==> config.mk <==
export PLATFORM = sky130hd
export DESIGN_NAME = fragment_reorder_reassembly_window_flat
export DESIGN_NICKNAME = d
export VERILOG_FILES = /design/src/design/frrw_pkg.sv /design/src/design/frrw_if.sv /design/src/design/fragment_reorder_reassembly_window.sv /design/src/flat_wrapper.sv
export SDC_FILE = /design/constraint.sdc
export NUM_CORES = 2
export LEC_CHECK = 0
export BUFFER_PORTS_ARGS = -buffer_cell sky130_fd_sc_hd__buf_2
export CORE_ASPECT_RATIO = 1.25
export CORE_MARGIN = 1
export CORE_UTILIZATION = 58
export DETAILED_ROUTE_END_ITERATION = 16
export PLACE_DENSITY_LB_ADDON = 0.08
export SYNTH_ARGS = -nofsm -noshare
export SYNTH_HDL_FRONTEND = slang
export SYNTH_SLANG_ARGS = --single-unit
==> constraint.sdc <==
create_clock -name clk -period 16.45 [get_ports clk]
set_input_delay 0.8225 -clock clk [delete_from_list [all_inputs] [get_ports clk]]
set_output_delay 0.8225 -clock clk [all_outputs]
set_load 0.02 [all_outputs]
==> src/design/frrw_pkg.sv <==
// Shared types and constants of the fragment reassembly window.
package frrw_pkg;

  localparam int SEQ_W  = 8;
  localparam int LEN_W  = 12;
  localparam int CAP_W  = 18;
  localparam int OFF_W  = 18;
  localparam int SLOT_W = 6;
  localparam int STAT_W = 4;
  localparam int CMD_W  = 2;
  localparam int WL_W   = 7;
  localparam int MSA_W  = 8;
  localparam int ADDR_W = 4;
  localparam int DATA_W = 32;
  localparam int FLG_W  = 3;

  typedef enum logic [CMD_W-1:0] {
    CMD_STORE = 2'd0,
    CMD_REASM = 2'd1,
    CMD_CLEAR = 2'd2,
    CMD_NONE  = 2'd3
  } cmd_t;

  localparam logic [STAT_W-1:0] ST_STORED    = 4'd0;
  localparam logic [STAT_W-1:0] ST_INVALID   = 4'd1;
  localparam logic [STAT_W-1:0] ST_TOO_FAR   = 4'd2;
  localparam logic [STAT_W-1:0] ST_DUP       = 4'd3;
  localparam logic [STAT_W-1:0] ST_NO_CHUNK  = 4'd4;
  localparam logic [STAT_W-1:0] ST_DELIVERED = 4'd5;
  localparam logic [STAT_W-1:0] ST_DISCARDED = 4'd6;
  localparam logic [STAT_W-1:0] ST_SEQ_FAULT = 4'd7;
  localparam logic [STAT_W-1:0] ST_CLEARED   = 4'd8;

  localparam logic [1:0] REG_WIN_LEN = 2'd0;
  localparam logic [1:0] REG_MAX_LEN = 2'd1;
  localparam logic [1:0] REG_AHEAD   = 2'd2;

  localparam logic [WL_W-1:0]  WIN_LEN_RST = 7'd32;
  localparam logic [LEN_W-1:0] MAX_LEN_RST = 12'd255;
  localparam logic [MSA_W-1:0] AHEAD_RST   = 8'd64;

  // flag bits of a stored fragment
  localparam int FL_START = 0;
  localparam int FL_END   = 1;
  localparam int FL_COMP  = 2;

endpackage

==> src/design/frrw_if.sv <==
// Request and result channel interfaces of the fragment reassembly window.
interface frrw_in_if import frrw_pkg::*; ();
  logic               valid;
  logic               ready;
  logic [CMD_W-1:0]   cmd;
  logic [SEQ_W-1:0]   seq_id;
  logic [LEN_W-1:0]   frag_len;
  logic               is_start;
  logic               is_end;
  logic               compressed_in;
  logic [CAP_W-1:0]   capacity;

  modport source(output valid, cmd, seq_id, frag_len, is_start, is_end, compressed_in,
                 capacity, input ready);
  modport sink(input valid, cmd, seq_id, frag_len, is_start, is_end, compressed_in,
               capacity, output ready);
endinterface

interface frrw_out_if import frrw_pkg::*; ();
  logic               valid;
  logic               ready;
  logic [STAT_W-1:0]  status;
  logic [SLOT_W-1:0]  slot;
  logic [LEN_W-1:0]   piece_len;
  logic [OFF_W-1:0]   byte_offset;
  logic               compressed_out;
  logic               scan_more;
  logic               last;

  modport source(output valid, status, slot, piece_len, byte_offset, compressed_out,
                 scan_more, last, input ready);
  modport sink(input valid, status, slot, piece_len, byte_offset, compressed_out,
               scan_more, last, output ready);
endinterface

==> src/design/fragment_reorder_reassembly_window.sv <==
// Sliding-window fragment reassembly: slot bookkeeping, store and reassemble sequencer.
//
// One request is taken at a time; in_ch.ready is high only while the sequencer
// idles. A store request passes through the accept step, a bit-serial remainder
// unit that maps the sequence offset onto a slot, a decision step, a memory read,
// the check-and-write step and the hand-over of the result; a window slide by
// less than its length first steps through the slots that drop off the window.
// A reassemble request scans the window from its start, each slot with a memory
// read and then an evaluate step, evaluates the chunk, and then emits each piece
// of the chunk with a memory read and an emit step plus the output handshake.
// Every result sits in an output register until the sink takes it. Slot length,
// sequence and flags live in one synchronous memory with a registered read;
// per-slot occupancy is kept in flip-flops, so clearing the window (clear
// request, sequence fault or a change of window_length or max_frag_len) is
// immediate and needs no clearing pass. Payload bytes are kept outside: a stored
// fragment belongs at slot*max_frag_len. Registers sit at byte addresses 0
// (window_length), 4 (max_frag_len) and 8 (ahead limit); write them only while
// the block is idle.
module fragment_reorder_reassembly_window import frrw_pkg::*; #(
  parameter int WINDOW_SLOTS = 64,
  parameter int SEQ_SPACE    = 256
) (
  input  logic              clk,
  input  logic              rst_n,
  frrw_in_if.sink           in_ch,
  frrw_out_if.source        out_ch,
  input  logic              psel,
  input  logic              penable,
  input  logic              pwrite,
  input  logic [ADDR_W-1:0] paddr,
  input  logic [DATA_W-1:0] pwdata,
  output logic [DATA_W-1:0] prdata,
  output logic              pready
);

  localparam int IW = $clog2(WINDOW_SLOTS);
  localparam int LW = $clog2(WINDOW_SLOTS + 1);
  localparam int NW = SEQ_W + 1;
  localparam int MW = LEN_W + SEQ_W + FLG_W;
  localparam logic [LW-1:0] LMAX   = LW'(WINDOW_SLOTS);
  localparam logic [NW-1:0] SEQ_SP = NW'(SEQ_SPACE);
  localparam logic [3:0]    MOD_STEPS = 4'(NW);

  typedef enum logic [10:0] {
    S_IDLE    = 11'b000_0000_0001,
    S_MOD     = 11'b000_0000_0010,
    S_DECIDE  = 11'b000_0000_0100,
    S_SLIDE   = 11'b000_0000_1000,
    S_ST_RD   = 11'b000_0001_0000,
    S_ST_CHK  = 11'b000_0010_0000,
    S_SCAN_RD = 11'b000_0100_0000,
    S_SCAN_EX = 11'b000_1000_0000,
    S_EVAL    = 11'b001_0000_0000,
    S_EM_RD   = 11'b010_0000_0000,
    S_EM_EX   = 11'b100_0000_0000
  } state_t;

  // config registers
  logic [WL_W-1:0]   wl_r;
  logic [LEN_W-1:0]  mfl_r;
  logic [MSA_W-1:0]  msa_r;

  // window bookkeeping
  logic [WINDOW_SLOTS-1:0] vld_r;
  logic [LW-1:0]     cnt_r;
  logic [IW-1:0]     si_r;
  logic [SEQ_W-1:0]  ss_r;

  // sequencer
  state_t            st_r;
  state_t            ret_r;
  logic              wait_r;

  // captured request
  logic [SEQ_W-1:0]  seq_r;
  logic [LEN_W-1:0]  len_r;
  logic [FLG_W-1:0]  flg_r;
  logic [CAP_W-1:0]  cap_r;
  logic [SEQ_W-1:0]  off_r;

  // remainder unit
  logic [NW-1:0]     num_r;
  logic [LW-1:0]     rem_r;
  logic [3:0]        mcnt_r;

  // slide loop
  logic [LW-1:0]     scnt_r;
  logic [IW-1:0]     sp_r;

  // scan and emit
  logic [IW-1:0]     w_r;
  logic [SEQ_W-1:0]  cur_r;
  logic [LW-1:0]     n_r;
  logic [LW-1:0]     nfr_r;
  logic [CAP_W-1:0]  clen_r;
  logic [IW-1:0]     cst_r;
  logic              comp_r;
  logic              inv_r;
  logic              fend_r;
  logic [LW-1:0]     k_r;
  logic [OFF_W-1:0]  pos_r;

  // result register
  logic              ovld_r;
  logic [STAT_W-1:0] o_stat_r;
  logic [SLOT_W-1:0] o_slot_r;
  logic [LEN_W-1:0]  o_len_r;
  logic [OFF_W-1:0]  o_off_r;
  logic              o_comp_r;
  logic              o_more_r;
  logic              o_last_r;

  // slot memory: {length, sequence, flags}
  logic [MW-1:0]     mem [WINDOW_SLOTS];
  logic [MW-1:0]     rd_r;
  logic              mem_we;
  logic [IW-1:0]     mem_wa;
  logic [MW-1:0]     mem_wd;
  logic [IW-1:0]     mem_ra;

  // combinational helpers
  logic [LW-1:0]     eff_l;
  logic [LEN_W-1:0]  mfl_eff;
  logic [LEN_W-1:0]  stored_len;
  logic [NW-1:0]     off_in;
  logic              in_bad;
  logic [LW:0]       mstep;
  logic [IW-1:0]     dest;
  logic [IW-1:0]     dest_nx;
  logic [NW-1:0]     off_n;
  logic [NW-1:0]     l_n;
  logic [NW-1:0]     s_n;
  logic [NW-1:0]     ss_sum;
  logic [IW-1:0]     sp_nx;
  logic [IW-1:0]     w_nx;
  logic [IW-1:0]     ew_nx;
  logic [SEQ_W-1:0]  cur_nx;
  state_t            scan_nx;
  logic [LEN_W-1:0]  rd_len;
  logic [SEQ_W-1:0]  rd_seq;
  logic [FLG_W-1:0]  rd_flg;
  logic              cfg_we;
  logic [1:0]        cfg_idx;
  logic              acc;

  assign rd_len = rd_r[MW-1 -: LEN_W];
  assign rd_seq = rd_r[FLG_W +: SEQ_W];
  assign rd_flg = rd_r[FLG_W-1:0];

  assign cfg_we  = psel & penable & pwrite;
  assign cfg_idx = paddr[3:2];
  assign pready  = 1'b1;

  always_comb begin
    unique case (cfg_idx)
      REG_WIN_LEN: prdata = DATA_W'(wl_r);
      REG_MAX_LEN: prdata = DATA_W'(mfl_r);
      REG_AHEAD:   prdata = DATA_W'(msa_r);
      default:     prdata = '0;
    endcase
  end

  // clamp the slot count to 1..WINDOW_SLOTS
  always_comb begin
    if (wl_r == '0) begin
      eff_l = LW'(1);
    end else if (wl_r > WL_W'(WINDOW_SLOTS)) begin
      eff_l = LMAX;
    end else begin
      eff_l = LW'(wl_r);
    end
  end

  assign mfl_eff    = (mfl_r == '0) ? LEN_W'(1) : mfl_r;
  assign stored_len = (len_r < mfl_eff) ? len_r : mfl_eff;

  // offset of the incoming sequence from the window start
  always_comb begin
    off_in = {1'b0, in_ch.seq_id} + SEQ_SP - {1'b0, ss_r};
    if (off_in >= SEQ_SP) begin
      off_in = off_in - SEQ_SP;
    end
  end
  assign in_bad = (in_ch.frag_len == '0) || ({1'b0, in_ch.seq_id} >= SEQ_SP);

  // one restoring remainder step
  always_comb begin
    mstep = {rem_r, num_r[NW-1]};
    if (mstep >= {1'b0, eff_l}) begin
      mstep = mstep - {1'b0, eff_l};
    end
  end

  assign dest    = rem_r[IW-1:0];
  assign dest_nx = (LW'(dest) + LW'(1) == eff_l) ? '0 : dest + IW'(1);
  assign off_n   = {1'b0, off_r};
  assign l_n     = NW'(eff_l);
  assign s_n     = off_n - l_n + NW'(1);

  always_comb begin
    ss_sum = {1'b0, ss_r} + s_n;
    if (ss_sum >= SEQ_SP) begin
      ss_sum = ss_sum - SEQ_SP;
    end
  end

  assign sp_nx   = (LW'(sp_r) + LW'(1) == eff_l) ? '0 : sp_r + IW'(1);
  assign w_nx    = (LW'(w_r) + LW'(1) == eff_l) ? '0 : w_r + IW'(1);
  assign ew_nx   = (LW'(cst_r) + LW'(1) == eff_l) ? '0 : cst_r + IW'(1);
  assign cur_nx  = ({1'b0, cur_r} + NW'(1) == SEQ_SP) ? '0 : cur_r + SEQ_W'(1);
  // advance the scan, or finish it after the last slot of the window
  assign scan_nx = (n_r + LW'(1) == eff_l) ? S_EVAL : S_SCAN_RD;

  // memory port control
  always_comb begin
    mem_we = (st_r == S_ST_CHK) && !(vld_r[dest] && rd_seq == seq_r);
    mem_wa = dest;
    mem_wd = {stored_len, seq_r, flg_r};
    unique case (st_r)
      S_ST_RD:   mem_ra = dest;
      S_SCAN_RD: mem_ra = w_r;
      S_EM_RD:   mem_ra = cst_r;
      default:   mem_ra = '0;
    endcase
  end

  always_ff @(posedge clk) begin
    if (mem_we) begin
      mem[mem_wa] <= mem_wd;
    end
    rd_r <= mem[mem_ra];
  end

  assign in_ch.ready = (st_r == S_IDLE) && !wait_r;
  assign acc         = in_ch.valid && in_ch.ready;

  assign out_ch.valid          = ovld_r;
  assign out_ch.status         = o_stat_r;
  assign out_ch.slot           = o_slot_r;
  assign out_ch.piece_len      = o_len_r;
  assign out_ch.byte_offset    = o_off_r;
  assign out_ch.compressed_out = o_comp_r;
  assign out_ch.scan_more      = o_more_r;
  assign out_ch.last           = o_last_r;

  always_ff @(posedge clk) begin
    if (!rst_n) begin
      wl_r   <= WIN_LEN_RST;
      mfl_r  <= MAX_LEN_RST;
      msa_r  <= AHEAD_RST;
      vld_r  <= '0;
      cnt_r  <= '0;
      si_r   <= '0;
      ss_r   <= '0;
      st_r   <= S_IDLE;
      ret_r  <= S_IDLE;
      wait_r <= 1'b0;
      ovld_r <= 1'b0;
    end else begin
      // config writes; a new geometry empties the window
      if (cfg_we) begin
        unique case (cfg_idx)
          REG_WIN_LEN: begin
            if (pwdata[WL_W-1:0] != wl_r) begin
              wl_r  <= pwdata[WL_W-1:0];
              vld_r <= '0;
              cnt_r <= '0;
              si_r  <= '0;
              ss_r  <= '0;
            end
          end
          REG_MAX_LEN: begin
            if (pwdata[LEN_W-1:0] != mfl_r) begin
              mfl_r <= pwdata[LEN_W-1:0];
              vld_r <= '0;
              cnt_r <= '0;
              si_r  <= '0;
              ss_r  <= '0;
            end
          end
          REG_AHEAD:   msa_r <= pwdata[MSA_W-1:0];
          default: ;
        endcase
      end

      // hold a result until the sink takes it, then resume
      if (wait_r) begin
        if (out_ch.ready) begin
          ovld_r <= 1'b0;
          wait_r <= 1'b0;
          st_r   <= ret_r;
        end
      end else begin
        unique case (st_r)
          S_IDLE: begin
            if (acc) begin
              seq_r <= in_ch.seq_id;
              len_r <= in_ch.frag_len;
              flg_r <= {in_ch.compressed_in, in_ch.is_end, in_ch.is_start};
              cap_r <= in_ch.capacity;
              off_r <= off_in[SEQ_W-1:0];
              o_slot_r <= '0;
              o_len_r  <= '0;
              o_off_r  <= '0;
              o_comp_r <= 1'b0;
              o_more_r <= 1'b0;
              o_last_r <= 1'b1;
              ret_r    <= S_IDLE;
              unique case (cmd_t'(in_ch.cmd))
                CMD_STORE: begin
                  if (in_bad) begin
                    o_stat_r <= ST_INVALID;
                    ovld_r   <= 1'b1;
                    wait_r   <= 1'b1;
                  end else begin
                    num_r  <= {1'b0, si_r} + off_in;
                    rem_r  <= '0;
                    mcnt_r <= MOD_STEPS;
                    st_r   <= S_MOD;
                  end
                end
                CMD_REASM: begin
                  if (cnt_r == '0) begin
                    o_stat_r <= ST_NO_CHUNK;
                    ovld_r   <= 1'b1;
                    wait_r   <= 1'b1;
                  end else begin
                    w_r    <= si_r;
                    cur_r  <= ss_r;
                    n_r    <= '0;
                    nfr_r  <= '0;
                    clen_r <= '0;
                    inv_r  <= 1'b0;
                    fend_r <= 1'b0;
                    st_r   <= S_SCAN_RD;
                  end
                end
                CMD_CLEAR: begin
                  vld_r    <= '0;
                  cnt_r    <= '0;
                  si_r     <= '0;
                  ss_r     <= '0;
                  o_stat_r <= ST_CLEARED;
                  ovld_r   <= 1'b1;
                  wait_r   <= 1'b1;
                end
                default: begin
                  o_stat_r <= ST_INVALID;
                  ovld_r   <= 1'b1;
                  wait_r   <= 1'b1;
                end
              endcase
            end
          end

          // one remainder bit per cycle: (start + offset) mod window
          S_MOD: begin
            rem_r  <= mstep[LW-1:0];
            num_r  <= num_r << 1;
            mcnt_r <= mcnt_r - 4'd1;
            if (mcnt_r == 4'd1) begin
              st_r <= S_DECIDE;
            end
          end

          S_DECIDE: begin
            if (off_n >= l_n) begin
              if (off_r > msa_r && cnt_r > LW'(1)) begin
                o_stat_r <= ST_TOO_FAR;
                ovld_r   <= 1'b1;
                wait_r   <= 1'b1;
                st_r     <= S_IDLE;
              end else begin
                // new start is the slot after the target
                si_r <= dest_nx;
                ss_r <= ss_sum[SEQ_W-1:0];
                if (s_n >= l_n) begin
                  vld_r <= '0;
                  cnt_r <= '0;
                  st_r  <= S_ST_RD;
                end else begin
                  scnt_r <= s_n[LW-1:0];
                  sp_r   <= si_r;
                  st_r   <= S_SLIDE;
                end
              end
            end else begin
              st_r <= S_ST_RD;
            end
          end

          // free the slots that drop off the window, one a cycle
          S_SLIDE: begin
            if (vld_r[sp_r]) begin
              vld_r[sp_r] <= 1'b0;
              cnt_r       <= cnt_r - LW'(1);
            end
            sp_r   <= sp_nx;
            scnt_r <= scnt_r - LW'(1);
            if (scnt_r == LW'(1)) begin
              st_r <= S_ST_RD;
            end
          end

          S_ST_RD: st_r <= S_ST_CHK;

          S_ST_CHK: begin
            o_slot_r <= SLOT_W'(dest);
            ovld_r   <= 1'b1;
            wait_r   <= 1'b1;
            st_r     <= S_IDLE;
            if (vld_r[dest] && rd_seq == seq_r) begin
              o_stat_r <= ST_DUP;
              o_len_r  <= rd_len;
            end else begin
              o_stat_r    <= ST_STORED;
              o_len_r     <= stored_len;
              vld_r[dest] <= 1'b1;
              if (!vld_r[dest]) begin
                cnt_r <= cnt_r + LW'(1);
              end
            end
          end

          S_SCAN_RD: st_r <= S_SCAN_EX;

          S_SCAN_EX: begin
            w_r   <= w_nx;
            cur_r <= cur_nx;
            n_r   <= n_r + LW'(1);
            if (!vld_r[w_r]) begin
              nfr_r  <= '0;
              clen_r <= '0;
              st_r   <= scan_nx;
            end else if (rd_seq != cur_r) begin
              // sequence fault empties the window
              o_stat_r <= ST_SEQ_FAULT;
              o_slot_r <= SLOT_W'(w_r);
              ovld_r   <= 1'b1;
              wait_r   <= 1'b1;
              vld_r    <= '0;
              cnt_r    <= '0;
              si_r     <= '0;
              ss_r     <= '0;
              st_r     <= S_IDLE;
            end else if (rd_flg[FL_START]) begin
              if (nfr_r != '0) begin
                inv_r <= 1'b1;
                st_r  <= S_EVAL;
              end else begin
                clen_r <= CAP_W'(rd_len);
                nfr_r  <= LW'(1);
                cst_r  <= w_r;
                comp_r <= rd_flg[FL_COMP];
                fend_r <= rd_flg[FL_END];
                st_r   <= rd_flg[FL_END] ? S_EVAL : scan_nx;
              end
            end else if (nfr_r != '0) begin
              if (rd_flg[FL_COMP] != comp_r) begin
                inv_r <= 1'b1;
                st_r  <= S_EVAL;
              end else begin
                clen_r <= clen_r + CAP_W'(rd_len);
                nfr_r  <= nfr_r + LW'(1);
                fend_r <= rd_flg[FL_END];
                st_r   <= rd_flg[FL_END] ? S_EVAL : scan_nx;
              end
            end else begin
              st_r <= scan_nx;
            end
          end

          S_EVAL: begin
            if (nfr_r == '0 || (!fend_r && !inv_r)) begin
              o_stat_r <= ST_NO_CHUNK;
              ovld_r   <= 1'b1;
              wait_r   <= 1'b1;
              st_r     <= S_IDLE;
            end else begin
              if (clen_r > cap_r) begin
                inv_r <= 1'b1;
              end
              k_r   <= '0;
              pos_r <= '0;
              st_r  <= S_EM_RD;
            end
          end

          S_EM_RD: st_r <= S_EM_EX;

          // emit one piece and free its slot
          S_EM_EX: begin
            o_stat_r <= inv_r ? ST_DISCARDED : ST_DELIVERED;
            o_slot_r <= SLOT_W'(cst_r);
            o_len_r  <= rd_len;
            o_off_r  <= inv_r ? '0 : pos_r;
            o_comp_r <= comp_r;
            o_more_r <= 1'b1;
            o_last_r <= (k_r + LW'(1) == nfr_r);
            ovld_r   <= 1'b1;
            wait_r   <= 1'b1;
            ret_r    <= (k_r + LW'(1) == nfr_r) ? S_IDLE : S_EM_RD;
            st_r     <= S_IDLE;
            if (vld_r[cst_r]) begin
              vld_r[cst_r] <= 1'b0;
              cnt_r        <= cnt_r - LW'(1);
            end
            pos_r <= pos_r + OFF_W'(rd_len);
            k_r   <= k_r + LW'(1);
            cst_r <= ew_nx;
          end

          default: st_r <= S_IDLE;
        endcase
      end
    end
  end

`ifndef SYNTH
  a_count_matches: assert property (@(posedge clk) disable iff (!rst_n)
    cnt_r == LW'($countones(vld_r)))
    else $error("item count differs from occupied slots");

  a_start_in_window: assert property (@(posedge clk) disable iff (!rst_n)
    LW'(si_r) < eff_l)
    else $error("window start beyond window length");

  a_start_seq_range: assert property (@(posedge clk) disable iff (!rst_n)
    {1'b0, ss_r} < SEQ_SP)
    else $error("window start sequence out of range");

  a_idle_no_result: assert property (@(posedge clk) disable iff (!rst_n)
    in_ch.ready |-> !ovld_r)
    else $error("request taken while a result is pending");
`endif

endmodule
==> src/flat_wrapper.sv <==
// flat-port wrapper written by rule: the top's interface ports become plain ports
module fragment_reorder_reassembly_window_flat import frrw_pkg::*;
#(
  parameter int WINDOW_SLOTS = 64,
  parameter int SEQ_SPACE    = 256
)
  (clk, rst_n, psel, penable, pwrite, paddr, pwdata, prdata, pready, in_ch_valid, in_ch_cmd, in_ch_seq_id, in_ch_frag_len, in_ch_is_start, in_ch_is_end, in_ch_compressed_in, in_ch_capacity, in_ch_ready, out_ch_valid, out_ch_status, out_ch_slot, out_ch_piece_len, out_ch_byte_offset, out_ch_compressed_out, out_ch_scan_more, out_ch_last, out_ch_ready);
  frrw_in_if in_ch_i ();
  frrw_out_if out_ch_i ();
  input  logic clk;
  input  logic rst_n;
  input  logic psel;
  input  logic penable;
  input  logic pwrite;
  input  logic [ADDR_W-1:0] paddr;
  input  logic [DATA_W-1:0] pwdata;
  output logic [DATA_W-1:0] prdata;
  output logic pready;
  input wire logic [$bits(in_ch_i.valid)-1:0] in_ch_valid;
  input wire logic [$bits(in_ch_i.cmd)-1:0] in_ch_cmd;
  input wire logic [$bits(in_ch_i.seq_id)-1:0] in_ch_seq_id;
  input wire logic [$bits(in_ch_i.frag_len)-1:0] in_ch_frag_len;
  input wire logic [$bits(in_ch_i.is_start)-1:0] in_ch_is_start;
  input wire logic [$bits(in_ch_i.is_end)-1:0] in_ch_is_end;
  input wire logic [$bits(in_ch_i.compressed_in)-1:0] in_ch_compressed_in;
  input wire logic [$bits(in_ch_i.capacity)-1:0] in_ch_capacity;
  output wire logic [$bits(in_ch_i.ready)-1:0] in_ch_ready;
  output wire logic [$bits(out_ch_i.valid)-1:0] out_ch_valid;
  output wire logic [$bits(out_ch_i.status)-1:0] out_ch_status;
  output wire logic [$bits(out_ch_i.slot)-1:0] out_ch_slot;
  output wire logic [$bits(out_ch_i.piece_len)-1:0] out_ch_piece_len;
  output wire logic [$bits(out_ch_i.byte_offset)-1:0] out_ch_byte_offset;
  output wire logic [$bits(out_ch_i.compressed_out)-1:0] out_ch_compressed_out;
  output wire logic [$bits(out_ch_i.scan_more)-1:0] out_ch_scan_more;
  output wire logic [$bits(out_ch_i.last)-1:0] out_ch_last;
  input wire logic [$bits(out_ch_i.ready)-1:0] out_ch_ready;
  assign in_ch_i.valid = in_ch_valid;
  assign in_ch_i.cmd = in_ch_cmd;
  assign in_ch_i.seq_id = in_ch_seq_id;
  assign in_ch_i.frag_len = in_ch_frag_len;
  assign in_ch_i.is_start = in_ch_is_start;
  assign in_ch_i.is_end = in_ch_is_end;
  assign in_ch_i.compressed_in = in_ch_compressed_in;
  assign in_ch_i.capacity = in_ch_capacity;
  assign in_ch_ready = in_ch_i.ready;
  assign out_ch_valid = out_ch_i.valid;
  assign out_ch_status = out_ch_i.status;
  assign out_ch_slot = out_ch_i.slot;
  assign out_ch_piece_len = out_ch_i.piece_len;
  assign out_ch_byte_offset = out_ch_i.byte_offset;
  assign out_ch_compressed_out = out_ch_i.compressed_out;
  assign out_ch_scan_more = out_ch_i.scan_more;
  assign out_ch_last = out_ch_i.last;
  assign out_ch_i.ready = out_ch_ready;
  fragment_reorder_reassembly_window #(.WINDOW_SLOTS(WINDOW_SLOTS), .SEQ_SPACE(SEQ_SPACE)) u_core (.clk(clk), .rst_n(rst_n), .in_ch(in_ch_i), .out_ch(out_ch_i), .psel(psel), .penable(penable), .pwrite(pwrite), .paddr(paddr), .pwdata(pwdata), .prdata(prdata), .pready(pready));
endmodule
==> out/results.txt <==
The logs give 0 ps for the post-route setup TNS and 0 for the number of antenna-violating nets in the routed design. The worst pin sits at a relative slew slack of 19.3%. For this run, design rule violations remaining after detail routing come to 0. The run gives 0 as the final number of max-transition violations. For this run, the post-layout net count is 7,028. Worst vdd rail ir drop: 112 uV. Once the floorplan was initialized, standard cells occupied 58.7% of the core.

In the synthesized netlist, the number of instances is 6,729. TritonCTS built the clock tree. The top flip-flop cell by instance count after synthesis is sky130_fd_sc_hd__edfxtp_1. The critical path in this run is classified as reg -> reg. The logs give 53,100 for the via count of the first global-routing pass and 0 for the number of violations of the max-capacitance limit. After clock tree synthesis, the setup repair step added 0 buffers. Row generation in the floorplan step produced 152 rows.

The top fanout value on the critical path came out at 26. The portion of total power attributed to sequential cells is 51.8%, and the shortest clock period the worst path allows after layout is 6160 ps. The total power divided by cell area was 115 nW/um^2. After clock tree synthesis, the flow added hold-fix buffers numbering 0. The synthesized design contains 1,677 enable-type register cells. Yosys mapped the design onto 93 distinct sky130hd cell types.

The logs give 37.8% for the clock network fraction of design power and 0.00259 W for the power spent charging and discharging nets. For the H-tree level count, the log shows 4. The detailed-placement wirelength estimate was 142,000 um; the pin count of the biggest net entering global routing was 175. The number of hold violations in the final report is 0, and the wire length reported by the detailed router is 237,000 um.

For this run, the top clock speed supported by timing is 0.162 GHz. For the final core utilization, the log shows 64.9%. The tools report the part of the total power dissipated in combinational logic as 10.4%.

The multi-input combinational cells in the finished layout cover a total of 25,800 um^2. Kind of path behind the tightest hold check: in -> reg. For this run the aggregate overflow at the end of global routing stands at 0.

The worst setup path is launched from a register. The tools report the data required time of the worst path as 17,160 ps. Net switching is 25.2% of the power. Setup repair after global routing left no endpoint under its margin. After detailed routing, the number of vias per cell comes to 6.36. Length of the first detailed-routing pass in iterations: 6.

The run finished with clean final reports. The tools report the part of the Yosys area used for sequential elements as 65.9%. The via count is 56,000. From synthesis to final layout, the design area changed by 10.5%. The cell area after synthesis was 81,000 um^2. The worst setup path is captured at a register. The detailed router finished its first iteration with 6,295 violations. No sink is reached through more buffers than the 3 on the longest clock path.

The number of sinks handled by clock tree synthesis is 1,827, and the overall die area is 141,000 um^2. The async set-or-reset flop fraction in the synthesized netlist is 0%. For this design the top-level I/O count stands at 164. The tools report the root buffer selected by CTS as sky130_fd_sc_hd__clkbuf_16. The slew at the pin with the worst max-slew slack came out at 1210 ps.

The later pin in the worst-skew pair is clocked with a latency of 830 ps. Clock tree skew after final layout: 31.1 ps. Registers take 53,400 um^2. A synthesized cell averages 12.0 um^2.

The first global-routing pass estimated 343,000 um of wire. The die is 336 um wide. In the finished design, the share of the clock period the worst path needs comes to 37.4%. The static leakage is 30.9 nW, and the initial antenna violation count is 9.

In the final layout, the share of cells above drive strength 1 is 10.6%. The congestion estimate from routability-driven global placement came to 1.01. The logs give 10,400 for the number of fill cells and 0 for the warning count from the yosys run. Setup violations remaining at the end of the flow were counted as 0. In this run the vertical extent of the chip is 420 um. Cell internal power was estimated by the tool at 0.00767 W. Total core area: 138,000 um^2. The count of instances resized after the clock tree is built was 0. The run gives 33.3% as the overall track demand over capacity in global routing.

Counting flops and latches in the post-synthesis netlist gives 1,827. The routed length per placed instance was 26.9 um. Clock tree synthesis inserted a total of 176 buffers. The count of buffers added on input and output ports is 120. Data arrives at the worst endpoint at 6860 ps. The clock input transition at the sequential cells of the worst setup and hold paths is 60 ps.
-- through the flow --
step / total power (W) / hold slack (ps) / instance area (um^2) / setup WS, ps / cells
floorplan: 0.00603 / 428 / 81100 / 11230 / 6748
global placement: 0.00643 / 463 / 84000 / 10440 / 8471
detailed placement: 0.00645 / 473 / 84000 / 10400 / 8471
CTS: 0.0103 / 120 / 89500 / 10370 / 8795
global route: 0.0105 / 149 / 89500 / 10020 / 8797
finish: 0.0103 / 175 / 89500 / 10290 / 8799
-- metal layers --
| metal | part of all wire, % | wire length, um | global-route usage (%) |
|---|---|---|---|
| met1 | 39 | 91400 | 43.5 |
| met5 | 0.012 | 28 | 0 |
| met3 | 8.6 | 20200 | 5.63 |
| met4 | 5.1 | 12100 | 16.5 |
| met2 | 48 | 113000 | 54.2 |
-- logic make-up (layout without fill, tap and decap cells) --
family,after synthesis,in the layout,synth area share [%]
AO/OA/AOI/OAI,1010,1010,8.30
XOR/XNOR,166,166,1.80
adder cells (fa/ha/maj),141,141,2.26
buffers and inverters,561,760,2.91
flip-flops,1827,1827,65.9
multiplexers,241,241,3.42
other,2,25,0.00927
AND/OR/NAND/NOR,2781,2781,15.4
-- critical path, cell delays in order, from the launching register on --
cell and delay [ps]:
sky130_fd_sc_hd__dfxtp_1 310, sky130_fd_sc_hd__inv_1 380, sky130_fd_sc_hd__nand2_1 550, sky130_fd_sc_hd__ha_1 400, sky130_fd_sc_hd__inv_1 80, sky130_fd_sc_hd__fa_1 480
sky130_fd_sc_hd__or3b_2 470, sky130_fd_sc_hd__o22ai_1 290, sky130_fd_sc_hd__nor2_1 90, sky130_fd_sc_hd__xnor2_1 330, sky130_fd_sc_hd__ha_1 240, sky130_fd_sc_hd__nand3_1 90
sky130_fd_sc_hd__nor3_1 170, sky130_fd_sc_hd__o41ai_1 150, sky130_fd_sc_hd__a211oi_1 270, sky130_fd_sc_hd__buf_4 260, sky130_fd_sc_hd__nand3_1 350, sky130_fd_sc_hd__buf_4 390
sky130_fd_sc_hd__or3_1 420, sky130_fd_sc_hd__a32o_1 270
-- power groups by stage --
| stage | combinational (W) | sequential (W) | clock, W |
|---|---|---|---|
| global placement | 0.00102 | 0.00541 | 0 |
| floorplan | 0.000592 | 0.00544 | 0 |
| detailed placement | 0.00105 | 0.00541 | 0 |
| CTS | 0.00105 | 0.00531 | 0.00392 |
| finish | 0.00107 | 0.00531 | 0.00388 |
| global route | 0.00114 | 0.00532 | 0.00409 |
-- path summary, 6_finish.rpt --
kind / start / to / slack, ps / cells after the start
setup / recovery: u_core.wl_r[6] / u_core.vld_r[32] / 10290 / 19
hold / removal: in_ch_is_start / u_core.flg_r[0] / 170 / 1
hold reg to reg: u_core.ret_r[9] / u_core.ret_r[9] / 480 / 2
setup reg to reg: u_core.wl_r[6] / u_core.vld_r[32] / 10290 / 19
-- state kept, by name (all words and copies together) (netlist names), 8 cells and up --
register and flops:
u_core.seq_r 8, u_core.rd_r 23, u_core.cur_r 8, u_core.len_r 12
u_core.out_ch.piece_len 12, u_core.cap_r 18, u_core.st_r 11, u_core.num_r 9
u_core.out_ch.byte_offset 18, u_core.ss_r 8, u_core.mem 1472, u_core.off_r 8
u_core.vld_r 64, u_core.pos_r 18, u_core.clen_r 18, u_core.msa_r 8
u_core.mfl_r 12
-- synthesized netlist by cell type (all sizes together) (8+ instances only) --
library cell,instances,area share [%]
nor2,294,1.4
and2,41,0.32
nor2b,31,0.24
a211oi,17,0.16
mux4,26,0.72
xnor2,88,0.95
edfxtp,1677,62
a22oi,17,0.16
nor3b,20,0.19
clkbuf,265,1.2
a21o,38,0.35
nor4,70,0.59
or3,33,0.25
o211ai,27,0.25
a21oi,203,1.3
nand2,1462,6.8
or4,11,0.11
dfxtp,150,3.7
or2,13,0.10
mux2,25,0.35
a32oi,123,1.3
or3b,9,0.097
inv,126,0.58
a21boi,9,0.083
nand2b,32,0.25
o22ai,43,0.33
a22o,24,0.26
a222oi,10,0.12
and3,65,0.50
buf,168,1.1
mux2i,190,2.3
a41oi,8,0.087
nand4,74,0.57
ha,132,2.0
nor3,71,0.44
nand3b,16,0.15
xor2,78,0.84
nand3,515,3.2
a31oi,171,1.3
fa,9,0.22
o31ai,17,0.16
o311ai,17,0.18
o21ai,187,1.2
o221ai,8,0.087
-- cell type report --
class                           instances  share of cell area [%]
Antenna cell                            4                  0.0112
Clock buffer                          232                    5.24
Clock inverter                         92                   0.887
Inverter                              128                   0.537
Multi-Input combinational cell       4360                    28.8
Sequential cell                      1827                    59.6
Tap cell                             1848                    2.58
Timing Repair Buffer                  308                    2.30
-- cell usage in the layout (no fill, tap or decap), types with 18 or more instances in the layout --
cell	n
sky130_fd_sc_hd__buf_2	120
sky130_fd_sc_hd__conb_1	21
sky130_fd_sc_hd__xor2_1	78
sky130_fd_sc_hd__xnor2_1	88
sky130_fd_sc_hd__nor4_1	57
sky130_fd_sc_hd__o211ai_1	27
sky130_fd_sc_hd__or3_1	31
sky130_fd_sc_hd__nor2b_1	30
sky130_fd_sc_hd__ha_1	132
sky130_fd_sc_hd__a32oi_1	123
sky130_fd_sc_hd__edfxtp_1	1677
sky130_fd_sc_hd__nor2_2	62
sky130_fd_sc_hd__nor2_1	223
sky130_fd_sc_hd__nand4_1	74
sky130_fd_sc_hd__and2_1	35
sky130_fd_sc_hd__clkinv_1	38
sky130_fd_sc_hd__mux2_2	25
sky130_fd_sc_hd__dfxtp_1	150
sky130_fd_sc_hd__a31oi_1	170
sky130_fd_sc_hd__mux4_2	26
sky130_fd_sc_hd__nor3_1	70
sky130_fd_sc_hd__buf_4	184
sky130_fd_sc_hd__clkbuf_1	50
sky130_fd_sc_hd__a22o_1	24
sky130_fd_sc_hd__mux2i_1	190
sky130_fd_sc_hd__clkbuf_16	177
sky130_fd_sc_hd__a21o_1	38
sky130_fd_sc_hd__a21oi_1	198
sky130_fd_sc_hd__nand2_1	1460
sky130_fd_sc_hd__o22ai_1	43
sky130_fd_sc_hd__nor3b_1	18
sky130_fd_sc_hd__nand3_1	513
sky130_fd_sc_hd__nand2b_1	32
sky130_fd_sc_hd__inv_1	125
sky130_fd_sc_hd__clkinv_2	30
sky130_fd_sc_hd__and3_1	65
sky130_fd_sc_hd__o21ai_0	185
Note: power is estimated with default switching activity, not from simulation.
